`src/hdl/mbpf_pkg.sv`:
```
`default_nettype none
// ----------------------------------------------------------------------------
// mbpf_pkg
// Shared types and constants of the Modbus request frame builder.
// ----------------------------------------------------------------------------
package mbpf_pkg;

    localparam int unsigned MBPF_QUEUE_DEPTH = 4;
    localparam int unsigned CFG_IDX_W        = 3;
    localparam int unsigned CFG_DATA_W       = 16;

    // configuration register indexes
    localparam logic [CFG_IDX_W-1:0] REG_FUNCTION_CODE = 3'd0;
    localparam logic [CFG_IDX_W-1:0] REG_SERVER_ID     = 3'd1;
    localparam logic [CFG_IDX_W-1:0] REG_READ_START    = 3'd2;
    localparam logic [CFG_IDX_W-1:0] REG_READ_COUNT    = 3'd3;
    localparam logic [CFG_IDX_W-1:0] REG_WRITE_START   = 3'd4;
    localparam logic [CFG_IDX_W-1:0] REG_WRITE_COUNT   = 3'd5;

    // function codes
    localparam logic [7:0] FC_INVALID         = 8'd0;
    localparam logic [7:0] FC_READ_COILS      = 8'd1;
    localparam logic [7:0] FC_READ_DISCRETE   = 8'd2;
    localparam logic [7:0] FC_READ_HOLDING    = 8'd3;
    localparam logic [7:0] FC_READ_INPUT      = 8'd4;
    localparam logic [7:0] FC_WRITE_COIL      = 8'd5;
    localparam logic [7:0] FC_WRITE_REG       = 8'd6;
    localparam logic [7:0] FC_WRITE_COILS     = 8'd15;
    localparam logic [7:0] FC_WRITE_REGS      = 8'd16;
    localparam logic [7:0] FC_READ_WRITE_REGS = 8'd23;

    localparam logic [7:0] COIL_ON_BYTE  = 8'hff;
    localparam logic [7:0] COIL_OFF_BYTE = 8'h00;

    // header byte slots, in frame order
    localparam logic [3:0] SLOT_ID       = 4'd0;
    localparam logic [3:0] SLOT_FC       = 4'd1;
    localparam logic [3:0] SLOT_RS_HI    = 4'd2;
    localparam logic [3:0] SLOT_RS_LO    = 4'd3;
    localparam logic [3:0] SLOT_RC_HI    = 4'd4;
    localparam logic [3:0] SLOT_RC_LO    = 4'd5;
    localparam logic [3:0] SLOT_WS_HI    = 4'd6;
    localparam logic [3:0] SLOT_WS_LO    = 4'd7;
    localparam logic [3:0] SLOT_WC_HI    = 4'd8;
    localparam logic [3:0] SLOT_WC_LO    = 4'd9;
    localparam logic [3:0] SLOT_BCOUNT   = 4'd10;

    typedef struct packed {
        logic [7:0]  function_code;
        logic [7:0]  server_id;
        logic [15:0] read_start;
        logic [15:0] read_count;
        logic [15:0] write_start;
        logic [15:0] write_count;
    } t_cfg;

    typedef enum logic [2:0] {
        K_DATA    = 3'd0,
        K_READ    = 3'd1,
        K_SINGLE  = 3'd2,
        K_MULTI   = 3'd3,
        K_RW      = 3'd4,
        K_UNKNOWN = 3'd5
    } t_kind;

    // one unit of work for the serializer
    typedef struct packed {
        t_kind      kind;
        logic [7:0] byte0;
        logic [7:0] byte1;
        logic       two;    // data job carries two bytes
        logic       last;   // job closes the frame
    } t_job;

endpackage : mbpf_pkg
`default_nettype wire

```
`src/hdl/mbpf_intf.sv`:
```
`default_nettype none
// ----------------------------------------------------------------------------
// mbpf interfaces
// Request, byte and configuration channels of the frame builder.
// ----------------------------------------------------------------------------
interface mbpf_req_if;
    logic        valid;
    logic        ready;
    logic        req_type;
    logic [15:0] value_word;
    logic        final_value;
    logic        no_values;

    modport source (output valid, req_type, value_word, final_value, no_values,
                    input ready);
    modport sink   (input valid, req_type, value_word, final_value, no_values,
                    output ready);
endinterface : mbpf_req_if

interface mbpf_rsp_if;
    logic       valid;
    logic       ready;
    logic [7:0] data_byte;
    logic       frame_end;

    modport source (output valid, data_byte, frame_end, input ready);
    modport sink   (input valid, data_byte, frame_end, output ready);
endinterface : mbpf_rsp_if

interface mbpf_cfg_if;
    logic        valid;
    logic        ready;
    logic [2:0]  index;
    logic [15:0] data;

    modport source (output valid, index, data, input ready);
    modport sink   (input valid, index, data, output ready);
endinterface : mbpf_cfg_if
`default_nettype wire

```
`src/hdl/mbpf_front.sv`:
```
`default_nettype none
// ----------------------------------------------------------------------------
// mbpf_front
// Accepts request items, tracks frame state and issues serializer jobs.
// ----------------------------------------------------------------------------
module mbpf_front
    import mbpf_pkg::*;
(
    input  wire logic i_clk,
    input  wire logic i_rst_n,
    input  wire t_cfg i_cfg,
    mbpf_req_if.sink  i_req,
    input  wire logic i_q_full,
    output logic      o_push,
    output t_job      o_job
);

    logic       r_active, n_active;
    logic       r_single, n_single;
    logic [7:0] r_acc, n_acc;
    logic [2:0] r_pos, n_pos;

    logic       accept;
    logic       v_on;
    logic [7:0] acc_set;
    logic [2:0] pos_inc;

    assign i_req.ready = !i_q_full;
    assign accept      = i_req.valid && !i_q_full;
    assign v_on        = |i_req.value_word;
    assign acc_set     = r_acc | (v_on ? (8'd1 << r_pos) : 8'd0);
    assign pos_inc     = r_pos + 3'd1;

    always_comb begin
        n_active = r_active;
        n_single = r_single;
        n_acc    = r_acc;
        n_pos    = r_pos;
        o_push   = 1'b0;
        o_job    = '{kind: K_DATA, byte0: 8'd0, byte1: 8'd0, two: 1'b0, last: 1'b0};
        if (accept) begin
            if (!i_req.req_type) begin
                n_active = 1'b0;
                n_single = 1'b0;
                n_acc    = 8'd0;
                n_pos    = 3'd0;
                o_job.last = 1'b1;
                case (i_cfg.function_code)
                    FC_INVALID: begin
                        o_push = 1'b0;
                    end
                    FC_READ_COILS, FC_READ_DISCRETE, FC_READ_HOLDING, FC_READ_INPUT: begin
                        o_push     = 1'b1;
                        o_job.kind = K_READ;
                    end
                    FC_WRITE_COIL, FC_WRITE_REG: begin
                        o_push     = 1'b1;
                        o_job.kind = K_SINGLE;
                        o_job.last = i_req.no_values;
                        n_active   = !i_req.no_values;
                    end
                    FC_WRITE_COILS, FC_WRITE_REGS: begin
                        o_push     = 1'b1;
                        o_job.kind = K_MULTI;
                        o_job.last = i_req.no_values;
                        n_active   = !i_req.no_values;
                    end
                    FC_READ_WRITE_REGS: begin
                        o_push     = 1'b1;
                        o_job.kind = K_RW;
                        o_job.last = i_req.no_values;
                        n_active   = !i_req.no_values;
                    end
                    default: begin
                        o_push     = 1'b1;
                        o_job.kind = K_UNKNOWN;
                    end
                endcase
            end else if (r_active) begin
                case (i_cfg.function_code)
                    FC_WRITE_COIL: begin
                        if (!r_single) begin
                            o_push      = 1'b1;
                            o_job.byte0 = v_on ? COIL_ON_BYTE : COIL_OFF_BYTE;
                            o_job.byte1 = 8'h00;
                            o_job.two   = 1'b1;
                            o_job.last  = 1'b1;
                            n_single    = 1'b1;
                            n_active    = 1'b0;
                        end
                    end
                    FC_WRITE_REG: begin
                        if (!r_single) begin
                            o_push      = 1'b1;
                            o_job.byte0 = i_req.value_word[15:8];
                            o_job.byte1 = i_req.value_word[7:0];
                            o_job.two   = 1'b1;
                            o_job.last  = 1'b1;
                            n_single    = 1'b1;
                            n_active    = 1'b0;
                        end
                    end
                    FC_WRITE_COILS: begin
                        // pack LSB first; flush on a full byte or the final value
                        n_acc = acc_set;
                        n_pos = pos_inc;
                        if (i_req.final_value || pos_inc == 3'd0) begin
                            o_push      = 1'b1;
                            o_job.byte0 = acc_set;
                            o_job.last  = i_req.final_value;
                            n_acc       = 8'd0;
                            n_pos       = 3'd0;
                        end
                        if (i_req.final_value) begin
                            n_active = 1'b0;
                        end
                    end
                    FC_WRITE_REGS, FC_READ_WRITE_REGS: begin
                        o_push      = 1'b1;
                        o_job.byte0 = i_req.value_word[15:8];
                        o_job.byte1 = i_req.value_word[7:0];
                        o_job.two   = 1'b1;
                        o_job.last  = i_req.final_value;
                        if (i_req.final_value) begin
                            n_active = 1'b0;
                        end
                    end
                    default: begin
                        o_push = 1'b0;
                    end
                endcase
            end
        end
    end

    always_ff @(posedge i_clk) begin
        if (!i_rst_n) begin
            r_active <= 1'b0;
            r_single <= 1'b0;
            r_acc    <= 8'd0;
            r_pos    <= 3'd0;
        end else begin
            r_active <= n_active;
            r_single <= n_single;
            r_acc    <= n_acc;
            r_pos    <= n_pos;
        end
    end

endmodule : mbpf_front
`default_nettype wire

```
`src/hdl/mbpf_queue.sv`:
```
`default_nettype none
// ----------------------------------------------------------------------------
// mbpf_queue
// Small job FIFO between the front end and the byte serializer.
// ----------------------------------------------------------------------------
module mbpf_queue
    import mbpf_pkg::*;
#(
    parameter int unsigned DEPTH = MBPF_QUEUE_DEPTH
) (
    input  wire logic i_clk,
    input  wire logic i_rst_n,
    input  wire logic i_push,
    input  wire t_job i_job,
    input  wire logic i_pop,
    output logic      o_full,
    output logic      o_empty,
    output t_job      o_head
);

    localparam int unsigned AW = (DEPTH > 1) ? $clog2(DEPTH) : 1;
    localparam int unsigned CW = $clog2(DEPTH + 1);

    t_job          r_mem [DEPTH];
    logic [AW-1:0] r_wr, n_wr;
    logic [AW-1:0] r_rd, n_rd;
    logic [CW-1:0] r_cnt, n_cnt;
    logic          do_push, do_pop;

    assign o_full  = (r_cnt == CW'(DEPTH));
    assign o_empty = (r_cnt == '0);
    assign o_head  = r_mem[r_rd];
    assign do_push = i_push && !o_full;
    assign do_pop  = i_pop && !o_empty;

    always_comb begin
        n_wr  = r_wr;
        n_rd  = r_rd;
        n_cnt = r_cnt;
        if (do_push) begin
            n_wr = (r_wr == AW'(DEPTH - 1)) ? '0 : r_wr + AW'(1);
        end
        if (do_pop) begin
            n_rd = (r_rd == AW'(DEPTH - 1)) ? '0 : r_rd + AW'(1);
        end
        if (do_push && !do_pop) begin
            n_cnt = r_cnt + CW'(1);
        end else if (do_pop && !do_push) begin
            n_cnt = r_cnt - CW'(1);
        end
    end

    always_ff @(posedge i_clk) begin
        if (do_push) begin
            r_mem[r_wr] <= i_job;
        end
    end

    always_ff @(posedge i_clk) begin
        if (!i_rst_n) begin
            r_wr  <= '0;
            r_rd  <= '0;
            r_cnt <= '0;
        end else begin
            r_wr  <= n_wr;
            r_rd  <= n_rd;
            r_cnt <= n_cnt;
        end
    end

endmodule : mbpf_queue
`default_nettype wire

```
`src/hdl/mbpf_back.sv`:
```
`default_nettype none
// ----------------------------------------------------------------------------
// mbpf_back
// Serializes queued jobs into frame bytes through an output register.
// ----------------------------------------------------------------------------
module mbpf_back
    import mbpf_pkg::*;
(
    input  wire logic i_clk,
    input  wire logic i_rst_n,
    input  wire t_cfg i_cfg,
    input  wire logic i_q_empty,
    input  wire t_job i_head,
    output logic      o_pop,
    mbpf_rsp_if.source o_rsp
);

    logic [3:0]  r_idx, n_idx;
    logic        r_valid;
    logic [7:0]  r_byte;
    logic        r_end;

    logic [3:0]  last_idx;
    logic [3:0]  next_idx;
    logic        is_last;
    logic        load;
    logic [7:0]  cur_byte;
    logic [7:0]  hdr_byte;
    logic [7:0]  bcount;
    logic [16:0] coil_round;

    assign coil_round = {1'b0, i_cfg.write_count} + 17'd7;
    assign bcount     = (i_cfg.function_code == FC_WRITE_COILS) ? coil_round[10:3]
                                                                : {i_cfg.write_count[6:0], 1'b0};

    always_comb begin
        case (r_idx)
            SLOT_ID:     hdr_byte = i_cfg.server_id;
            SLOT_FC:     hdr_byte = i_cfg.function_code;
            SLOT_RS_HI:  hdr_byte = i_cfg.read_start[15:8];
            SLOT_RS_LO:  hdr_byte = i_cfg.read_start[7:0];
            SLOT_RC_HI:  hdr_byte = i_cfg.read_count[15:8];
            SLOT_RC_LO:  hdr_byte = i_cfg.read_count[7:0];
            SLOT_WS_HI:  hdr_byte = i_cfg.write_start[15:8];
            SLOT_WS_LO:  hdr_byte = i_cfg.write_start[7:0];
            SLOT_WC_HI:  hdr_byte = i_cfg.write_count[15:8];
            SLOT_WC_LO:  hdr_byte = i_cfg.write_count[7:0];
            SLOT_BCOUNT: hdr_byte = bcount;
            default:     hdr_byte = 8'd0;
        endcase
    end

    always_comb begin
        case (i_head.kind)
            K_DATA:    last_idx = i_head.two ? 4'd1 : 4'd0;
            K_READ:    last_idx = SLOT_RC_LO;
            K_SINGLE:  last_idx = SLOT_WS_LO;
            K_MULTI:   last_idx = SLOT_BCOUNT;
            K_RW:      last_idx = SLOT_BCOUNT;
            K_UNKNOWN: last_idx = SLOT_FC;
            default:   last_idx = 4'd0;
        endcase
    end

    // write-only headers skip the read address and count
    assign next_idx = (r_idx == SLOT_FC && (i_head.kind == K_SINGLE || i_head.kind == K_MULTI))
                      ? SLOT_WS_HI : r_idx + 4'd1;
    assign is_last  = (r_idx == last_idx);
    assign cur_byte = (i_head.kind == K_DATA) ? (r_idx[0] ? i_head.byte1 : i_head.byte0)
                                              : hdr_byte;
    assign load     = !i_q_empty && (!r_valid || o_rsp.ready);
    assign o_pop    = load && is_last;
    assign n_idx    = load ? (is_last ? 4'd0 : next_idx) : r_idx;

    assign o_rsp.valid     = r_valid;
    assign o_rsp.data_byte = r_byte;
    assign o_rsp.frame_end = r_end;

    always_ff @(posedge i_clk) begin
        if (!i_rst_n) begin
            r_idx   <= 4'd0;
            r_valid <= 1'b0;
        end else begin
            r_idx <= n_idx;
            if (load) begin
                r_valid <= 1'b1;
            end else if (o_rsp.ready) begin
                r_valid <= 1'b0;
            end
        end
    end

    always_ff @(posedge i_clk) begin
        if (load) begin
            r_byte <= cur_byte;
            r_end  <= is_last && i_head.last;
        end
    end

endmodule : mbpf_back
`default_nettype wire

```
`src/hdl/modbus_request_pdu_framer.sv`:
```
`default_nettype none
// ----------------------------------------------------------------------------
// modbus_request_pdu_framer
// Builds Modbus request frames as a byte stream from start and value items.
// ----------------------------------------------------------------------------
// A start item emits the frame header for the configured function code:
// 2 bytes for an unknown code, 6 for reads, 4 for single writes, 7 for
// multiple writes and 11 for read/write multiple registers; code 0 emits
// nothing. Each register value then emits 2 bytes, a single coil 2 bytes,
// and multiple coils 1 byte per eight values plus a flush on the final one.
// While the receiver is ready, the output register moves one byte per
// cycle. Items enter a small job queue (QUEUE_DEPTH jobs) whenever it has
// room, so input and output stall independently. Configuration writes are
// taken at any time but must only be issued while no frame bytes are pending.
module modbus_request_pdu_framer
    import mbpf_pkg::*;
#(
    parameter int unsigned QUEUE_DEPTH = MBPF_QUEUE_DEPTH
) (
    input  wire logic  i_clk,
    input  wire logic  i_rst_n,
    mbpf_cfg_if.sink   i_cfg,
    mbpf_req_if.sink   i_req,
    mbpf_rsp_if.source o_rsp
);

    t_cfg r_cfg;
    logic q_full, q_empty, push, pop;
    t_job push_job, head_job;

    assign i_cfg.ready = 1'b1;

    always_ff @(posedge i_clk) begin
        if (!i_rst_n) begin
            r_cfg <= '0;
        end else if (i_cfg.valid) begin
            case (i_cfg.index)
                REG_FUNCTION_CODE: r_cfg.function_code <= i_cfg.data[7:0];
                REG_SERVER_ID:     r_cfg.server_id     <= i_cfg.data[7:0];
                REG_READ_START:    r_cfg.read_start    <= i_cfg.data;
                REG_READ_COUNT:    r_cfg.read_count    <= i_cfg.data;
                REG_WRITE_START:   r_cfg.write_start   <= i_cfg.data;
                REG_WRITE_COUNT:   r_cfg.write_count   <= i_cfg.data;
                default: ;
            endcase
        end
    end

    mbpf_front u_front (
        .i_clk    (i_clk),
        .i_rst_n  (i_rst_n),
        .i_cfg    (r_cfg),
        .i_req    (i_req),
        .i_q_full (q_full),
        .o_push   (push),
        .o_job    (push_job)
    );

    mbpf_queue #(
        .DEPTH (QUEUE_DEPTH)
    ) u_queue (
        .i_clk   (i_clk),
        .i_rst_n (i_rst_n),
        .i_push  (push),
        .i_job   (push_job),
        .i_pop   (pop),
        .o_full  (q_full),
        .o_empty (q_empty),
        .o_head  (head_job)
    );

    mbpf_back u_back (
        .i_clk     (i_clk),
        .i_rst_n   (i_rst_n),
        .i_cfg     (r_cfg),
        .i_q_empty (q_empty),
        .i_head    (head_job),
        .o_pop     (pop),
        .o_rsp     (o_rsp)
    );

endmodule : modbus_request_pdu_framer
`default_nettype wire

```
`src/flat_wrapper.sv`:
```
// flat-port wrapper written by rule: the top's interface ports become plain ports
module modbus_request_pdu_framer_flat import mbpf_pkg::*;
#(
    parameter int unsigned QUEUE_DEPTH = MBPF_QUEUE_DEPTH
)
  (i_clk, i_rst_n, i_cfg_valid, i_cfg_index, i_cfg_data, i_cfg_ready, i_req_valid, i_req_req_type, i_req_value_word, i_req_final_value, i_req_no_values, i_req_ready, o_rsp_valid, o_rsp_data_byte, o_rsp_frame_end, o_rsp_ready);
  mbpf_cfg_if i_cfg_i ();
  mbpf_req_if i_req_i ();
  mbpf_rsp_if o_rsp_i ();
  input  wire logic i_clk;
  input  wire logic i_rst_n;
  input wire logic [$bits(i_cfg_i.valid)-1:0] i_cfg_valid;
  input wire logic [$bits(i_cfg_i.index)-1:0] i_cfg_index;
  input wire logic [$bits(i_cfg_i.data)-1:0] i_cfg_data;
  output wire logic [$bits(i_cfg_i.ready)-1:0] i_cfg_ready;
  input wire logic [$bits(i_req_i.valid)-1:0] i_req_valid;
  input wire logic [$bits(i_req_i.req_type)-1:0] i_req_req_type;
  input wire logic [$bits(i_req_i.value_word)-1:0] i_req_value_word;
  input wire logic [$bits(i_req_i.final_value)-1:0] i_req_final_value;
  input wire logic [$bits(i_req_i.no_values)-1:0] i_req_no_values;
  output wire logic [$bits(i_req_i.ready)-1:0] i_req_ready;
  output wire logic [$bits(o_rsp_i.valid)-1:0] o_rsp_valid;
  output wire logic [$bits(o_rsp_i.data_byte)-1:0] o_rsp_data_byte;
  output wire logic [$bits(o_rsp_i.frame_end)-1:0] o_rsp_frame_end;
  input wire logic [$bits(o_rsp_i.ready)-1:0] o_rsp_ready;
  assign i_cfg_i.valid = i_cfg_valid;
  assign i_cfg_i.index = i_cfg_index;
  assign i_cfg_i.data = i_cfg_data;
  assign i_cfg_ready = i_cfg_i.ready;
  assign i_req_i.valid = i_req_valid;
  assign i_req_i.req_type = i_req_req_type;
  assign i_req_i.value_word = i_req_value_word;
  assign i_req_i.final_value = i_req_final_value;
  assign i_req_i.no_values = i_req_no_values;
  assign i_req_ready = i_req_i.ready;
  assign o_rsp_valid = o_rsp_i.valid;
  assign o_rsp_data_byte = o_rsp_i.data_byte;
  assign o_rsp_frame_end = o_rsp_i.frame_end;
  assign o_rsp_i.ready = o_rsp_ready;
  modbus_request_pdu_framer #(.QUEUE_DEPTH(QUEUE_DEPTH)) u_core (.i_clk(i_clk), .i_rst_n(i_rst_n), .i_cfg(i_cfg_i), .i_req(i_req_i), .o_rsp(o_rsp_i));
endmodule
```
`config.mk`:
```
export PLATFORM = sky130hd
export DESIGN_NAME = modbus_request_pdu_framer_flat
export DESIGN_NICKNAME = d
export VERILOG_FILES = /design/src/hdl/mbpf_pkg.sv /design/src/hdl/mbpf_intf.sv /design/src/hdl/mbpf_front.sv /design/src/hdl/mbpf_queue.sv /design/src/hdl/mbpf_back.sv /design/src/hdl/modbus_request_pdu_framer.sv /design/src/flat_wrapper.sv
export SDC_FILE = /design/constraint.sdc
export NUM_CORES = 1
export LEC_CHECK = 0
export ABC_AREA = 1
export BUFFER_PORTS_ARGS = -buffer_cell sky130_fd_sc_hd__buf_2
export CAP_MARGIN = 20
export CORE_MARGIN = 1.5
export CORE_UTILIZATION = 45
export DETAILED_ROUTE_END_ITERATION = 10
export PLACE_DENSITY_LB_ADDON = 0.25
export SYNTH_ARGS = -nofsm -noshare
export SYNTH_HDL_FRONTEND = slang
export SYNTH_HIERARCHICAL = 1
export SYNTH_SLANG_ARGS = --single-unit
```
`constraint.sdc`:
```
create_clock -name i_clk -period 2.9 [get_ports i_clk]
set_input_delay 0.145 -clock i_clk [delete_from_list [all_inputs] [get_ports i_clk]]
set_output_delay 0.145 -clock i_clk [all_outputs]
set_load 0.02 [all_outputs]
```
; ---- Yosys cells after proc, flatten, opt, wreduce, memory -nomap -nowiden
; Memories as Yosys holds them, arrays and structs flattened. A register that Yosys moved wholly into a read port is not among the register bits.
; Index checks and enable logic that the tools add are counted.
[word_totals]
ff_bits = 114
ram_bits = 84
inputBits = 43
elab_cells = 163
n_memories = 1
[op_classes]
n_addsub = 7
eq_ne = 36
shift = 1
n_mux = 58
bitwise = 1
reduce_logical = 42
[memory_table]
columns = name, depth, word_bits, rd, rd_clocked_by_memory_dff, wr, line
row1 = u_core.u_queue.r_mem, 4, 21, 1, 1, 1, mbpf_queue.sv:24  ; t_job r_mem [DEPTH];
[op_table]
columns = operator, count
row1 = $pmux 8 s11, 1
row2 = $mux 8, 10
row3 = $mux 18, 3
row4 = $pmux 8 s4, 1
row5 = $pmux 9 s3, 1
row6 = $eq 8x3->1 const B, 3
row7 = $mux 1, 22
row8 = $mux 21, 1
row9 = $mux 3, 7
row10 = $pmux 4 s5, 1
row11 = $mux 17, 1
row12 = $eq 4x3->1 const B, 4
row13 = $eq 8x2->1 const B, 2
row14 = $eq 8x5->1 const B, 2
row15 = $reduce_or 16->1, 1
row16 = $eq 3x3->1 const B, 5
row17 = $pmux 3 s5, 1
row18 = $eq 3x2->1 const B, 4
row19 = $eq 4x4->1 const B, 3
row20 = $logic_not 3->1, 4
row21 = $reduce_and 2->1, 6
row22 = $add 11x3->11 const B, 1
row23 = $logic_and 1x1->1, 9
row24 = $eq 4x2->1 const B, 2
row25 = other kinds (29), 50

; ---- Logic depth before layout (Yosys ltp)
; Gate-level depths: netlist of the first run.
[depth]
ltp_word = 13
mapped_depth = 24
mapped_depth_nobuf = 22

; ---- Cells and area by module
; The synthesis of the first run kept the hierarchy.
[modules_own_cells]
columns = module, n_inst, cells_per_inst, area_per_inst_um2, seq_area_each_um2
row1 = mbpf_queue, 1, 276, 3671.0, 2702.6
row2 = modbus_request_pdu_framer, 1, 467, 3225.6, 1601.5
row3 = mbpf_back, 1, 370, 1991.9, 370.4
row4 = mbpf_front, 1, 247, 1534.0, 260.2

; ---- Least setup slack after synthesis of the first run
; Ideal clock, no wire load.
[synth_timing]
kind = register to register
startpoint = register u_core.u_queue.r_cnt[1]
endpoint = memory u_core/u_queue/r_mem[0][0] (netlist bit), enable pin
setup_ns = 0.399
arrival_ns = 2.507
t_required_ns = 2.501
path_slack_ns = -0.006
stages_incl_launch_ff = 13
path_buffers = 0
period_less_slack_ns = 2.906
path_cell_list = dfxtp_1 > nor2_1 > nand2_1 > inv_1 > inv_2 > nand2_2 > nor2_4 > nand2_1 > clkinv_1 > nand2_4 > o21ai_2 > nand2_1 > nor2_1
[synth_via]
elab_chain_cells = 7
[synth_rtl]
columns = element, line
row1 = "start, declared", mbpf_queue.sv:27  ; logic [CW-1:0] r_cnt, n_cnt;
row2 = "start signal, assigned", mbpf_queue.sv:67  ; r_cnt <= n_cnt;
row3 = $eq 3x3->1, mbpf_queue.sv:30  ; assign o_full = (r_cnt == CW'(DEPTH));
row4 = named net u_core.q_full, modbus_request_pdu_framer.sv:28  ; logic q_full, q_empty, push, pop;
row5 = $logic_not 1->1, -
row6 = named net i_req_ready, flat_wrapper.sv:21  ; output wire logic [$bits(i_req_i.ready)-1:0] i_req_ready;
row7 = $logic_and 1x1->1, mbpf_front.sv:29  ; assign accept = i_req.valid && !i_q_full;
row8 = $mux 1, mbpf_front.sv:41  ; if (accept) begin
row9 = named net u_core.push, modbus_request_pdu_framer.sv:28
row10 = $logic_and 1x1->1, mbpf_queue.sv:33  ; assign do_push = i_push && !o_full;
row11 = $mux 1, mbpf_queue.sv:54  ; if (do_push) begin
row12 = $mux 1 (implied by the code), mbpf_queue.sv:55  ; r_mem[r_wr] <= i_job;
row13 = "end, declared", mbpf_queue.sv:24
; The timed path passes the listed nets, and every way through them passes these cells.

==> impl_metrics.sql, run 1 <==
INSERT INTO impl_metrics (metric_group, metric, value, unit) VALUES
('critical_path', 'timing.critical_path.fanout_max', '6', ''),
('timing', 'period_minus_slack', '2.70', 'ns'),
('floorplan', 'initial_utilization', '0.459', ''),
('clock_network', 'h-tree-depth', '4', ''),
('logic_synthesis', 'yosysSeqAreaShare', '0.473', ''),
('timing', 'max_freq', '370', 'MHz'),
('global_route', 'grt_pass1_wl', '41.9', 'mm'),
('power_and_ir_drop', 'power.leakage', '0.00501', 'uW'),
('floorplan', 'io_count', '55', ''),
('finish', 'mostFrequentLayoutCell', 'sky130_fd_sc_hd__nand2_1', ''),
('timing', 'final-hold-violation-count', '0', ''),
('hold_path', 'hold_path.class', 'input port to flip-flop', ''),
('placement', 'place.detailed.instances', '1672', ''),
('outcome', 'status', 'finished, final reports clean', ''),
('logic_synthesis', 'syn_area', '10400', 'um^2'),
('timing', 'period_share', '0.931', ''),
('finish', 'num_antenna_cells', '0', ''),
('global_route', 'antenna_found_initial', '0', ''),
('routing', 'route.detailed.drc', '0', ''),
('finish', 'area_growth', '10.9', '%'),
('timing', 'worst-slew-pin-transition', '0.850', 'ns'),
('power_and_ir_drop', 'netSwitchingPower', '1920', 'uW'),
('routing', 'drt_first_iter_violations', '611', ''),
('global_route', 'maximum_number_of_pins_on_one_net_before_global_route_repair', '87', ''),
('routing', 'detail_route.vias_per_cell', '5.20', ''),
('global_route', 'grt.total_usage', '0.224', ''),
('timing', 'finalSetupViolCount', '0', ''),
('logic_synthesis', 'synth_top_cell_by_area', 'sky130_fd_sc_hd__edfxtp_1', ''),
('placement', 'io_buffer_count', '53', ''),
('critical_path', 'critical_path_required', '3.23', 'ns'),
('logic_synthesis', 'synth_cell_type_count', '49', ''),
('logic_synthesis', 'syn_area_per_cell', '7.66', 'um^2'),
('finish', 'ratio_of_cells_with_drive_above_1_in_the_final_layout', '0.151', ''),
('timing', 'timing_max_transition_violations_final', '0', ''),
('clock_network', 'cts_tree', 'yes', ''),
('critical_path', 'worst-r2r-setup-slack', '0.20', 'ns'),
('timing', 'rsz0062_at_grt', 'no', ''),
('routing', 'route.vias.total', '8864', ''),
('critical_path', 'cp_data_arrival_time', '3.03', 'ns'),
('flow_run', 'drv_cap', '0', ''),
('power_and_ir_drop', 'power.internal', '4600', 'uW'),
('logic_synthesis', 'synthDominantCellAreaShare', '0.268', ''),
('critical_path', 'critical_path.slowest_cell', 'sky130_fd_sc_hd__fa_1', ''),
('critical_path', 'reg2reg_path_depth', '16', ''),
('clock_network', 'clkLatencyLatePin', '0.43', 'ns'),
('floorplan', 'coreArea', '22700', 'um^2'),
('power_and_ir_drop', 'p_sw_frac', '0.294', ''),
('floorplan', 'chipWidth', '155', 'um'),
('clock_network', 'clk_pin_slew_worst_paths', '0.08', 'ns'),
('logic_synthesis', 'mappedNetlistNets', '1421', ''),
('timing', 'slew_headroom', '0.432', ''),
('power_and_ir_drop', 'clkPwrFrac', '0.355', ''),
('critical_path', 'critPathCaptureType', 'flip-flop', ''),
('logic_synthesis', 'share_of_async_settable_or_async_resettable_flops_after_synthesis', '0', ''),
('routing', 'drt-pass1-iter-count', '7', ''),
('global_route', 'globalRoute.totalOverflow', '0', ''),
('floorplan', 'chipHeight', '155', 'um'),
('timing', 'finClkSkew', '0.0130', 'ns'),
('timing', 'hold_slack', '0.0742', 'ns'),
('logic_synthesis', 'ys_ff_latch', '200', ''),
('placement', 'pre_cts_slack', '-0.0798', 'ns'),
('timing', 'postLayoutSetupSlackWorst', '0.201', 'ns'),
('routing', 'route.final.wire_length', '26.3', 'mm'),
('logic_synthesis', 'synth.area.top_cells', 'sky130_fd_sc_hd__edfxtp_1, sky130_fd_sc_hd__dfxtp_1, sky130_fd_sc_hd__nand2_1', ''),
('clock_network', 'clock_path_buffers', '2', ''),
('routing', 'drtAntennaViolNets', '0', ''),
('timing', 'setup_tns', '0', 'ns'),
('critical_path', 'critical_path_class', 'flip-flop to flip-flop', ''),
('power_and_ir_drop', 'power_frac_seq', '0.481', ''),
('logic_synthesis', 'synthCells', '1360', ''),
('finish', 'fin_cells', '1706', '');
cell usage after synthesis (19+ instances only):
cell,count
sky130_fd_sc_hd__edfxtp_1,93
sky130_fd_sc_hd__inv_2,20
sky130_fd_sc_hd__a21oi_1,37
sky130_fd_sc_hd__o21ai_1,31
sky130_fd_sc_hd__nand3_1,98
sky130_fd_sc_hd__nand2_1,339
sky130_fd_sc_hd__o21ai_0,30
sky130_fd_sc_hd__o22ai_1,19
sky130_fd_sc_hd__buf_2,19
sky130_fd_sc_hd__inv_1,114
sky130_fd_sc_hd__dfxtp_1,107
sky130_fd_sc_hd__nor2_1,281
flip-flops by register name, indices dropped and copies added (netlist names), 2 cells and up, named ones only:
signal,flops
u_core/r_cfg,80
u_core/u_back/o_rsp.data_byte,8
u_core/u_back/r_idx,4
u_core/u_front/r_acc,8
u_core/u_front/r_pos,3
u_core/u_queue/r_cnt,3
u_core/u_queue/r_mem,84
u_core/u_queue/r_rd,2
u_core/u_queue/r_wr,2
cells by family after synthesis:
family	synth area share
xor gates and xnor gates	0.00420
other	0.000360
DFF	0.473
and+or+nand+nor	0.341
adders and majority gates	0.0223
AOI/OAI and AO/OA	0.0761
buffers and inverters	0.0824
metal layers:
layer | part of all wire | routed length, um | vias to the layer above | track usage
li1 | - | - | 4463 | -
met1 | 0.47 | 12300 | 4102 | 0.316
met2 | 0.45 | 11800 | 268 | 0.352
met3 | 0.065 | 1720 | 31 | 0.0423
met4 | 0.018 | 474 | 0 | 0.0621
met5 | 0 | 0 | - | 0
cell type report:
cell class / count / area [um^2]
sequential: 200 / 4940
multi-input combinational: 972 / 4670
tap: 285 / 357
inverter: 141 / 548
timing repair buffer: 76 / 470
fill: 2229 / 11200
clock inverter: 13 / 133
clock buffer: 19 / 433
timing repair:
item | CTS | global route
endpoints found under the setup margin | 2 | 2
pin swaps | 0 | 4
hold buffers | 1 | 0
hold endpoints to repair | 1 | 0
gates resized for setup | 1 | 15
buffers inserted | 0 | 1
stage by stage:
| step | util | cell area, um^2 | power, uW |
|---|---|---|---|
| after floorplan | - | 10400 | 3920 |
| after global placement | 0.481 | 10900 | 4240 |
| after detailed placement | 0.481 | 10900 | 4250 |
| after CTS | 0.507 | 11500 | 6540 |
| after global routing | 0.509 | 11600 | 6800 |
| final | 0.509 | 11600 | 6520 |
worst min path at each step:
stage / slack, ns / depth (start not counted) / end / from
detailed placement: 0.44 / 4 / u_core/u_back/o_rsp.valid$_SDFFE_PN0P_ / o_rsp_ready
global placement: 0.42 / 4 / u_core/u_back/o_rsp.valid$_SDFFE_PN0P_ / o_rsp_ready
global route: 0.1 / 5 / u_core/r_cfg[11]$_SDFFE_PN0P_ / i_cfg_data[11]
floorplan: 0.26 / 2 / u_core/u_front/r_pos[1]$_SDFFE_PN0P_ / i_rst_n
finish: 0.07 / 5 / u_core/r_cfg[45]$_SDFFE_PN0P_ / i_cfg_data[13]
CTS: 0.07 / 5 / u_core/r_cfg[45]$_SDFFE_PN0P_ / i_cfg_data[13]
worst max-delay path, delay by kind of cell, from the launching register on:
kind | cells | cell delay [ns]
adder cells (fa/ha/maj) | 2 | 0.62
AO/OA/AOI/OAI | 4 | 0.49
XOR/XNOR | 1 | 0.14
AND/OR/NAND/NOR | 5 | 0.52
buffers and inverters | 4 | 0.46
flip-flops | 1 | 0.38
power groups by stage:
stage	Combinational [uW]	Sequential (uW)	Clock, uW
4_1_cts	1050	3140	2350
3_3_place_gp	1040	3200	0
6_report	1070	3140	2310
3_5_place_dp	1050	3200	0
5_1_grt	1190	3150	2460
2_1_floorplan	692	3230	0
(Power assumes the default switching activity.)
==> inputs of run 2 (changes only) <==
MAX_ROUTING_LAYER = met4   (was unset)
SETUP_SLACK_MARGIN = 0.3   (was unset)
==> impl_metrics.sql, run 2 (synthesized netlist as in run 1, its figures left out) <==
INSERT INTO impl_metrics (metric_group, metric, value, unit) VALUES
('floorplan', 'coreArea', '22700', 'um^2'),
('finish', 'num_antenna_cells', '0', ''),
('routing', 'drtAntennaViolNets', '0', ''),
('placement', 'io_buffer_count', '53', ''),
('timing', 'timing_max_transition_violations_final', '0', ''),
('critical_path', 'critical_path_required', '3.24', 'ns'),
('timing', 'final-hold-violation-count', '0', ''),
('timing', 'rsz0062_at_grt', 'yes', ''),
('finish', 'ratio_of_cells_with_drive_above_1_in_the_final_layout', '0.175', ''),
('finish', 'reg.largest.list', 'u_core/u_queue/r_mem (84), u_core/r_cfg (80)', ''),
('global_route', 'globalRoute.totalOverflow', '0', ''),
('clock_network', 'tritoncts.num_buffers', '17', ''),
('critical_path', 'startpoint_type', 'flip-flop', ''),
('power_and_ir_drop', 'power.leakage', '0.00511', 'uW'),
('hold_path', 'holdPathEnd', 'u_core/r_cfg[45]$_SDFFE_PN0P_', ''),
('flow_run', 'drv_cap', '0', ''),
('floorplan', 'chipHeight', '155', 'um'),
('critical_path', 'rr_endpoint', 'u_core/u_queue/r_cnt[2]$_SDFFE_PN0P_', ''),
('timing', 'period_share', '0.920', ''),
('finish', 'fin_nets', '1480', ''),
('finish', 'utilization', '0.520', ''),
('finish', 'final.fill_count', '2159', ''),
('routing', 'route.final.wire_length', '26.7', 'mm'),
('routing', 'route.vias.total', '8940', ''),
('routing', 'drt-pass1-iter-count', '5', ''),
('global_route', 'antenna_found_initial', '0', ''),
('clock_network', 'cts.sinks', '200', ''),
('critical_path', 'worst-r2r-setup-slack', '0.23', 'ns'),
('global_route', 'grt_pass1_wl', '42.6', 'mm'),
('critical_path', 'timing.critical_path.cells', 'buf_12 > clkinv_8 > o21ai_4 > o22ai_4 > nor2_2 > o21ai_1 > nand2_1 > xor2_1 > nor2_1 > nand3_2 > inv_2 > nand2_4 > ha_4 > inv_4 > fa_2 > nand2_1 > nand4_1 > nand2_1 > nor2_1', ''),
('timing', 'period_minus_slack', '2.67', 'ns'),
('global_route', 'maximum_number_of_pins_on_one_net_before_global_route_repair', '90', ''),
('floorplan', 'io_count', '55', ''),
('timing', 'worst-slew-pin-transition', '0.904', 'ns'),
('placement', 'place.detailed.hpwl', '18.1', 'mm'),
('placement', 'finalWeightedCongestion', '0.831', ''),
('critical_path', 'slowest_delay', '0.39', 'ns'),
('timing', 'slew_headroom', '0.397', ''),
('outcome', 'status', 'finished, final reports clean', ''),
('power_and_ir_drop', 'vdd.ir_drop.worst', '0.453', 'mV'),
('critical_path', 'path_delay_family', 'simple AND/OR/NAND/NOR gates', ''),
('critical_path', 'critical_path_class', 'flip-flop to flip-flop', ''),
('floorplan', 'floorplan.rows', '55', ''),
('timing', 'finClkSkew', '0.0101', 'ns'),
('clock_network', 'clock_path_buffers', '2', ''),
('routing', 'drt_first_iter_violations', '826', ''),
('critical_path', 'reg2reg_path_depth', '19', ''),
('clock_network', 'clkLatencyLatePin', '0.44', 'ns'),
('timing', 'setup_tns', '0', 'ns'),
('timing', 'max_freq', '375', 'MHz'),
('power_and_ir_drop', 'powerDensity', '558', 'nW/um^2'),
('routing', 'wire_per_inst', '15.6', 'um'),
('finish', 'layout.cells.most_common_list', 'sky130_fd_sc_hd__nand2_1, sky130_fd_sc_hd__nor2_1, sky130_fd_sc_hd__inv_1', ''),
('finish', 'area_growth', '13.4', '%'),
('floorplan', 'chipWidth', '155', 'um'),
('critical_path', 'cp_data_arrival_time', '3.01', 'ns'),
('floorplan', 'initial_utilization', '0.459', ''),
('finish', 'flip_flop_count_of_the_largest_register_after_layout', '84', ''),
('clock_network', 'clk_pin_slew_worst_paths', '0.08', 'ns'),
('routing', 'detail_route.vias_per_cell', '5.21', ''),
('hold_path', 'number_of_cells_traversed_by_the_worst_hold_path', '5', ''),
('hold_path', 'hold_path.class', 'input port to flip-flop', ''),
('hold_path', 'hold_path_startpoint', 'i_cfg_data[13]', ''),
('global_route', 'grt.total_usage', '0.234', ''),
('floorplan', 'design.die.area', '24100', 'um^2'),
('finish', 'registers.top_by_ff_count', 'u_core/u_queue/r_mem', ''),
('critical_path', 'worst-path-buf-inv', '4', ''),
('finish', 'mostFrequentLayoutCell', 'sky130_fd_sc_hd__nand2_1', ''),
('timing', 'finalSetupViolCount', '0', ''),
('routing', 'route.detailed.drc', '0', ''),
('critical_path', 'critical_path.slowest_cell', 'sky130_fd_sc_hd__fa_2', ''),
('clock_network', 'cts_root_cell', 'sky130_fd_sc_hd__clkbuf_16', ''),
('critical_path', 'path_common_cell', 'sky130_fd_sc_hd__nand2_1', ''),
('clock_network', 'cts_tree', 'yes', ''),
('clock_network', 'h-tree-depth', '4', ''),
('critical_path', 'critPathCaptureType', 'flip-flop', ''),
('global_route', 'grt_pass1_vias', '8289', ''),
('critical_path', 'timing.critical_path.fanout_max', '6', '');
run 2: cell count changes in the layout (fill, tap and decap cells not counted), moves of 4 or more:
cell	before	now
sky130_fd_sc_hd__dfxtp_1	104	99
sky130_fd_sc_hd__o21ai_0	28	24
sky130_fd_sc_hd__buf_4	18	24
sky130_fd_sc_hd__buf_12	2	6
sky130_fd_sc_hd__dfxtp_2	2	8
run 2: how the worst max path moves through the flow:
stage / start / endpoint / slack [ns] / depth (start not counted)
floorplan: u_core/u_queue/r_cnt[0]$_SDFFE_PN0P_ / u_core/u_queue/r_mem[0][0]$_DFFE_PP_ / 0.06 / 12
CTS: flip-flop / u_core/u_queue/r_cnt[1]$_SDFFE_PN0P_ / 0.28 / 17
detailed placement: flip-flop / u_core/u_queue/r_cnt[1]$_SDFFE_PN0P_ / 0.10 / 19
finish: flip-flop / u_core/u_queue/r_cnt[2]$_SDFFE_PN0P_ / 0.23 / 19
global route: flip-flop / u_core/u_queue/r_cnt[2]$_SDFFE_PN0P_ / 0.05 / 19
global placement: flip-flop / u_core/u_queue/r_cnt[2]$_SDFFE_PN0P_ / 0.19 / 20
run 2: per-layer routing:
layer / GRT usage / part of all wire / vias up / wire, um
li1: - / - / 4490 / -
met1: 0.322 / 0.46 / 4154 / 12300
met2: 0.356 / 0.46 / 259 / 12200
met3: 0.0370 / 0.065 / 37 / 1740
met4: 0.0766 / 0.018 / 0 / 480
met5: - / 0 / - / 0
run 2: area by class of cell:
cell class	count	area, um^2	share of cell area
clock inverter	14	138	0.0116
inverter	141	557	0.0471
tap	285	357	0.0302
clock buffer	18	429	0.0363
multi-input combinational	972	4790	0.405
sequential	200	4940	0.418
timing repair buffer	86	592	0.0501
timing repair inverter	1	8.76	0.000741
run 2: power by group:
| part | internal [uW] | switching [uW] | total [uW] |
|---|---|---|---|
| Sequential | 3070 | 75.1 | 3150 |
| Clock | 1210 | 1110 | 2310 |
| Combinational | 364 | 764 | 1130 |
| Total | 4640 | 1950 | 6590 |
run 2: tightest hold or removal path: stages:
cell and delay [ns]:
sky130_fd_sc_hd__buf_2 0.07, sky130_fd_sc_hd__inv_1 0.06, sky130_fd_sc_hd__nand3_1 0.08, sky130_fd_sc_hd__nand2_1 0.05, sky130_fd_sc_hd__nor2_1 0.07
run 2: repair_timing:
action | CTS | global route
hold buffers | 1 | 0
gates cloned | 1 | 1
buffers inserted | 6 | 3
pin swaps | 9 | 17
resized for setup | 26 | 30
endpoints found under the hold margin | 1 | 0
setup endpoints to repair | 2 | 2
run 2: per-stage QoR:
stage | hold WS [ns] | setup WS, ns | power (uW) | area (um^2) | cells
after floorplan | 0.259 | 0.0557 | 3930 | 10400 | 1360
after global placement | 0.417 | 0.191 | 4250 | 11000 | 1673
after detailed placement | 0.434 | 0.101 | 4270 | 11000 | 1673
after CTS | 0.0578 | 0.282 | 6600 | 11700 | 1713
after global routing | 0.0921 | 0.0528 | 6880 | 11800 | 1717
final | 0.0682 | 0.231 | 6590 | 11800 | 1717
==> inputs of run 3 (changes only) <==
HOLD_SLACK_MARGIN = 0.1   (was unset)
==> impl_metrics.sql, run 3 (synthesized netlist as in run 1, its figures left out) <==
INSERT INTO impl_metrics (metric_group, metric, value, unit) VALUES
('critical_path', 'timing.critical_path.fanout_max', '6', ''),
('floorplan', 'io_count', '55', ''),
('floorplan', 'floorplan.rows', '55', ''),
('outcome', 'status', 'finished, final reports clean', ''),
('timing', 'slew_headroom', '0.393', ''),
('finish', 'num_antenna_cells', '0', ''),
('clock_network', 'h-tree-depth', '4', ''),
('global_route', 'grt_use_met3', '0.0368', ''),
('timing', 'hold_slack', '0.121', 'ns'),
('placement', 'io_buffer_count', '53', ''),
('critical_path', 'critical_path_required', '3.24', 'ns'),
('critical_path', 'startpoint_type', 'flip-flop', ''),
('routing', 'detail_route.vias_per_cell', '5.18', ''),
('finish', 'registers.top_by_ff_count', 'u_core/u_queue/r_mem', ''),
('critical_path', 'critical_path_class', 'flip-flop to flip-flop', ''),
('finish', 'area_growth', '14.4', '%'),
('power_and_ir_drop', 'powerDensity', '553', 'nW/um^2'),
('routing', 'route.final.wire_length', '26.8', 'mm'),
('timing', 'period_share', '0.922', ''),
('routing', 'drt_first_iter_violations', '815', ''),
('finish', 'final.fill_count', '2147', ''),
('power_and_ir_drop', 'clkPwrFrac', '0.351', ''),
('power_and_ir_drop', 'p_sw_frac', '0.295', ''),
('routing', 'drt-pass1-iter-count', '5', ''),
('global_route', 'grt_util_met2', '0.359', ''),
('clock_network', 'tritoncts.num_buffers', '17', ''),
('critical_path', 'worst-path-buf-inv', '4', ''),
('clock_network', 'clkLatencyLatePin', '0.44', 'ns'),
('hold_path', 'hold_path.class', 'input port to flip-flop', ''),
('finish', 'reg.largest.list', 'u_core/u_queue/r_mem (84), u_core/r_cfg (80)', ''),
('power_and_ir_drop', 'vdd.ir_drop.worst', '0.452', 'mV'),
('clock_network', 'clock_path_buffers', '2', ''),
('timing', 'finClkSkew', '0.00972', 'ns'),
('global_route', 'globalRoute.busiestLayer', 'met2', ''),
('timing', 'period_minus_slack', '2.67', 'ns'),
('finish', 'multiInputGateArea', '4790', 'um^2'),
('power_and_ir_drop', 'netSwitchingPower', '1950', 'uW'),
('timing', 'max_freq', '374', 'MHz'),
('timing', 'setup_tns', '0', 'ns'),
('floorplan', 'coreArea', '22700', 'um^2'),
('timing', 'finalSetupViolCount', '0', ''),
('critical_path', 'critical_path.slowest_cell', 'sky130_fd_sc_hd__fa_2', ''),
('power_and_ir_drop', 'power.internal', '4650', 'uW'),
('power_and_ir_drop', 'power_frac_seq', '0.477', ''),
('routing', 'drtAntennaViolNets', '0', ''),
('global_route', 'grt.total_usage', '0.235', ''),
('global_route', 'grt_pass1_vias', '8330', ''),
('floorplan', 'chipHeight', '155', 'um'),
('critical_path', 'timing.critical_path.cells', 'buf_12 > clkinv_8 > o21ai_4 > o22ai_4 > nor2_2 > o21ai_1 > nand2_1 > xor2_1 > nor2_1 > nand3_2 > inv_2 > nand2_4 > ha_4 > inv_4 > fa_2 > nand2_1 > nand4_1 > nand2_1 > nor2_1', ''),
('critical_path', 'path_common_cell', 'sky130_fd_sc_hd__nand2_1', ''),
('power_and_ir_drop', 'power.leakage', '0.00516', 'uW'),
('critical_path', 'cp_data_arrival_time', '3.01', 'ns'),
('finish', 'flip_flop_count_of_the_largest_register_after_layout', '84', ''),
('power_and_ir_drop', 'pwr-share-comb', '0.173', ''),
('critical_path', 'slowest_delay', '0.39', 'ns'),
('placement', 'place.detailed.hpwl', '18.1', 'mm'),
('global_route', 'maximum_number_of_pins_on_one_net_before_global_route_repair', '90', ''),
('critical_path', 'path_delay_family', 'simple AND/OR/NAND/NOR gates', ''),
('finish', 'area.sequential', '4940', 'um^2'),
('routing', 'wire_per_inst', '15.5', 'um'),
('clock_network', 'cts.sinks', '200', ''),
('timing', 'rsz0062_at_grt', 'yes', ''),
('global_route', 'globalRouteMet1Util', '0.322', ''),
('routing', 'route.vias.total', '8956', ''),
('global_route', 'globalRoute.totalOverflow', '0', ''),
('timing', 'worst-slew-pin-transition', '0.910', 'ns'),
('floorplan', 'initial_utilization', '0.459', ''),
('clock_network', 'cts_root_cell', 'sky130_fd_sc_hd__clkbuf_16', ''),
('global_route', 'grt_pass1_wl', '42.7', 'mm'),
('finish', 'layout.cells.most_common_list', 'sky130_fd_sc_hd__nand2_1, sky130_fd_sc_hd__nor2_1, sky130_fd_sc_hd__inv_1', ''),
('finish', 'mostFrequentLayoutCell', 'sky130_fd_sc_hd__nand2_1', ''),
('global_route', 'antenna_found_initial', '0', ''),
('flow_run', 'drv_cap', '0', ''),
('clock_network', 'clk_pin_slew_worst_paths', '0.07', 'ns'),
('finish', 'utilization', '0.525', ''),
('timing', 'timing_max_transition_violations_final', '0', ''),
('timing', 'final-hold-violation-count', '0', ''),
('finish', 'fin_nets', '1491', ''),
('clock_network', 'cts_tree', 'yes', ''),
('finish', 'ratio_of_cells_with_drive_above_1_in_the_final_layout', '0.174', ''),
('placement', 'finalWeightedCongestion', '0.831', ''),
('floorplan', 'design.die.area', '24100', 'um^2'),
('floorplan', 'chipWidth', '155', 'um'),
('routing', 'route.detailed.drc', '0', ''),
('critical_path', 'critPathCaptureType', 'flip-flop', '');
run 3: final cells by class:
type	count	share of cell area
Tap cell	285	0.0299
Sequential cell	200	0.415
Multi-Input combinational cell	972	0.402
Timing Repair Buffer	97	0.0589
Clock buffer	18	0.0360
Clock inverter	14	0.0115
Timing Repair inverter	1	0.000734
Inverter	141	0.0467
run 3: what timing repair did:
action | 4_1_cts | 5_1_grt
setup buffers | 6 | 3
hold buffers | 12 | 0
pin swaps | 9 | 17
gates cloned | 1 | 1
setup endpoints to repair | 2 | 2
endpoints found under the hold margin | 40 | 0
resized for setup | 26 | 30
run 3: path summary, 6_finish.rpt:
kind	slack (ns)	startpoint	end	cells after the start
hold reg to reg	0.49	u_core/r_cfg[34]$_SDFFE_PN0P_	u_core/r_cfg[34]$_SDFFE_PN0P_	2
setup / recovery	0.23	flip-flop	u_core/u_queue/r_cnt[2]$_SDFFE_PN0P_	19
setup reg to reg	0.23	flip-flop	u_core/u_queue/r_cnt[2]$_SDFFE_PN0P_	19
hold / removal	0.12	i_req_value_word[5]	u_core/u_queue/r_mem[3][7]$_DFFE_PP_	3
run 3: through the flow:
step,worst slack (ns),instances,area (um^2),total power [uW]
global route,0.0528,1728,11900,6900
finish,0.227,1728,11900,6600
floorplan,0.0557,1360,10400,3930
global placement,0.191,1673,11000,4250
CTS,0.282,1724,11800,6610
detailed placement,0.101,1673,11000,4270
run 3: power by group through the flow:
| stage | registers, uW | logic (uW) | clock network, uW |
|---|---|---|---|
| after floorplan | 3230 | 697 | 0 |
| after global placement | 3210 | 1050 | 0 |
| after detailed placement | 3210 | 1060 | 0 |
| after CTS | 3150 | 1110 | 2350 |
| after global routing | 3160 | 1260 | 2470 |
| final | 3150 | 1140 | 2310 |
run 3: worst register-to-register path, cell delays in order (launching register included):
cell                       delay (ns)
sky130_fd_sc_hd__dfxtp_2         0.36
sky130_fd_sc_hd__buf_12          0.15
sky130_fd_sc_hd__clkinv_8        0.08
sky130_fd_sc_hd__o21ai_4         0.15
sky130_fd_sc_hd__o22ai_4         0.11
sky130_fd_sc_hd__nor2_2          0.15
sky130_fd_sc_hd__o21ai_1         0.09
sky130_fd_sc_hd__nand2_1         0.08
sky130_fd_sc_hd__xor2_1          0.15
sky130_fd_sc_hd__nor2_1          0.08
sky130_fd_sc_hd__nand3_2         0.11
sky130_fd_sc_hd__inv_2           0.06
sky130_fd_sc_hd__nand2_4         0.08
sky130_fd_sc_hd__ha_4            0.15
sky130_fd_sc_hd__inv_4           0.04
sky130_fd_sc_hd__fa_2            0.39
sky130_fd_sc_hd__nand2_1         0.11
sky130_fd_sc_hd__nand4_1         0.11
sky130_fd_sc_hd__nand2_1         0.08
sky130_fd_sc_hd__nor2_1          0.05
run 3: per-layer routing:
layer  vias up  share of wire
met1      4138           0.46
met3        38          0.064
met2       272           0.45
li1       4508              -
met5         -              0
met4         0          0.019
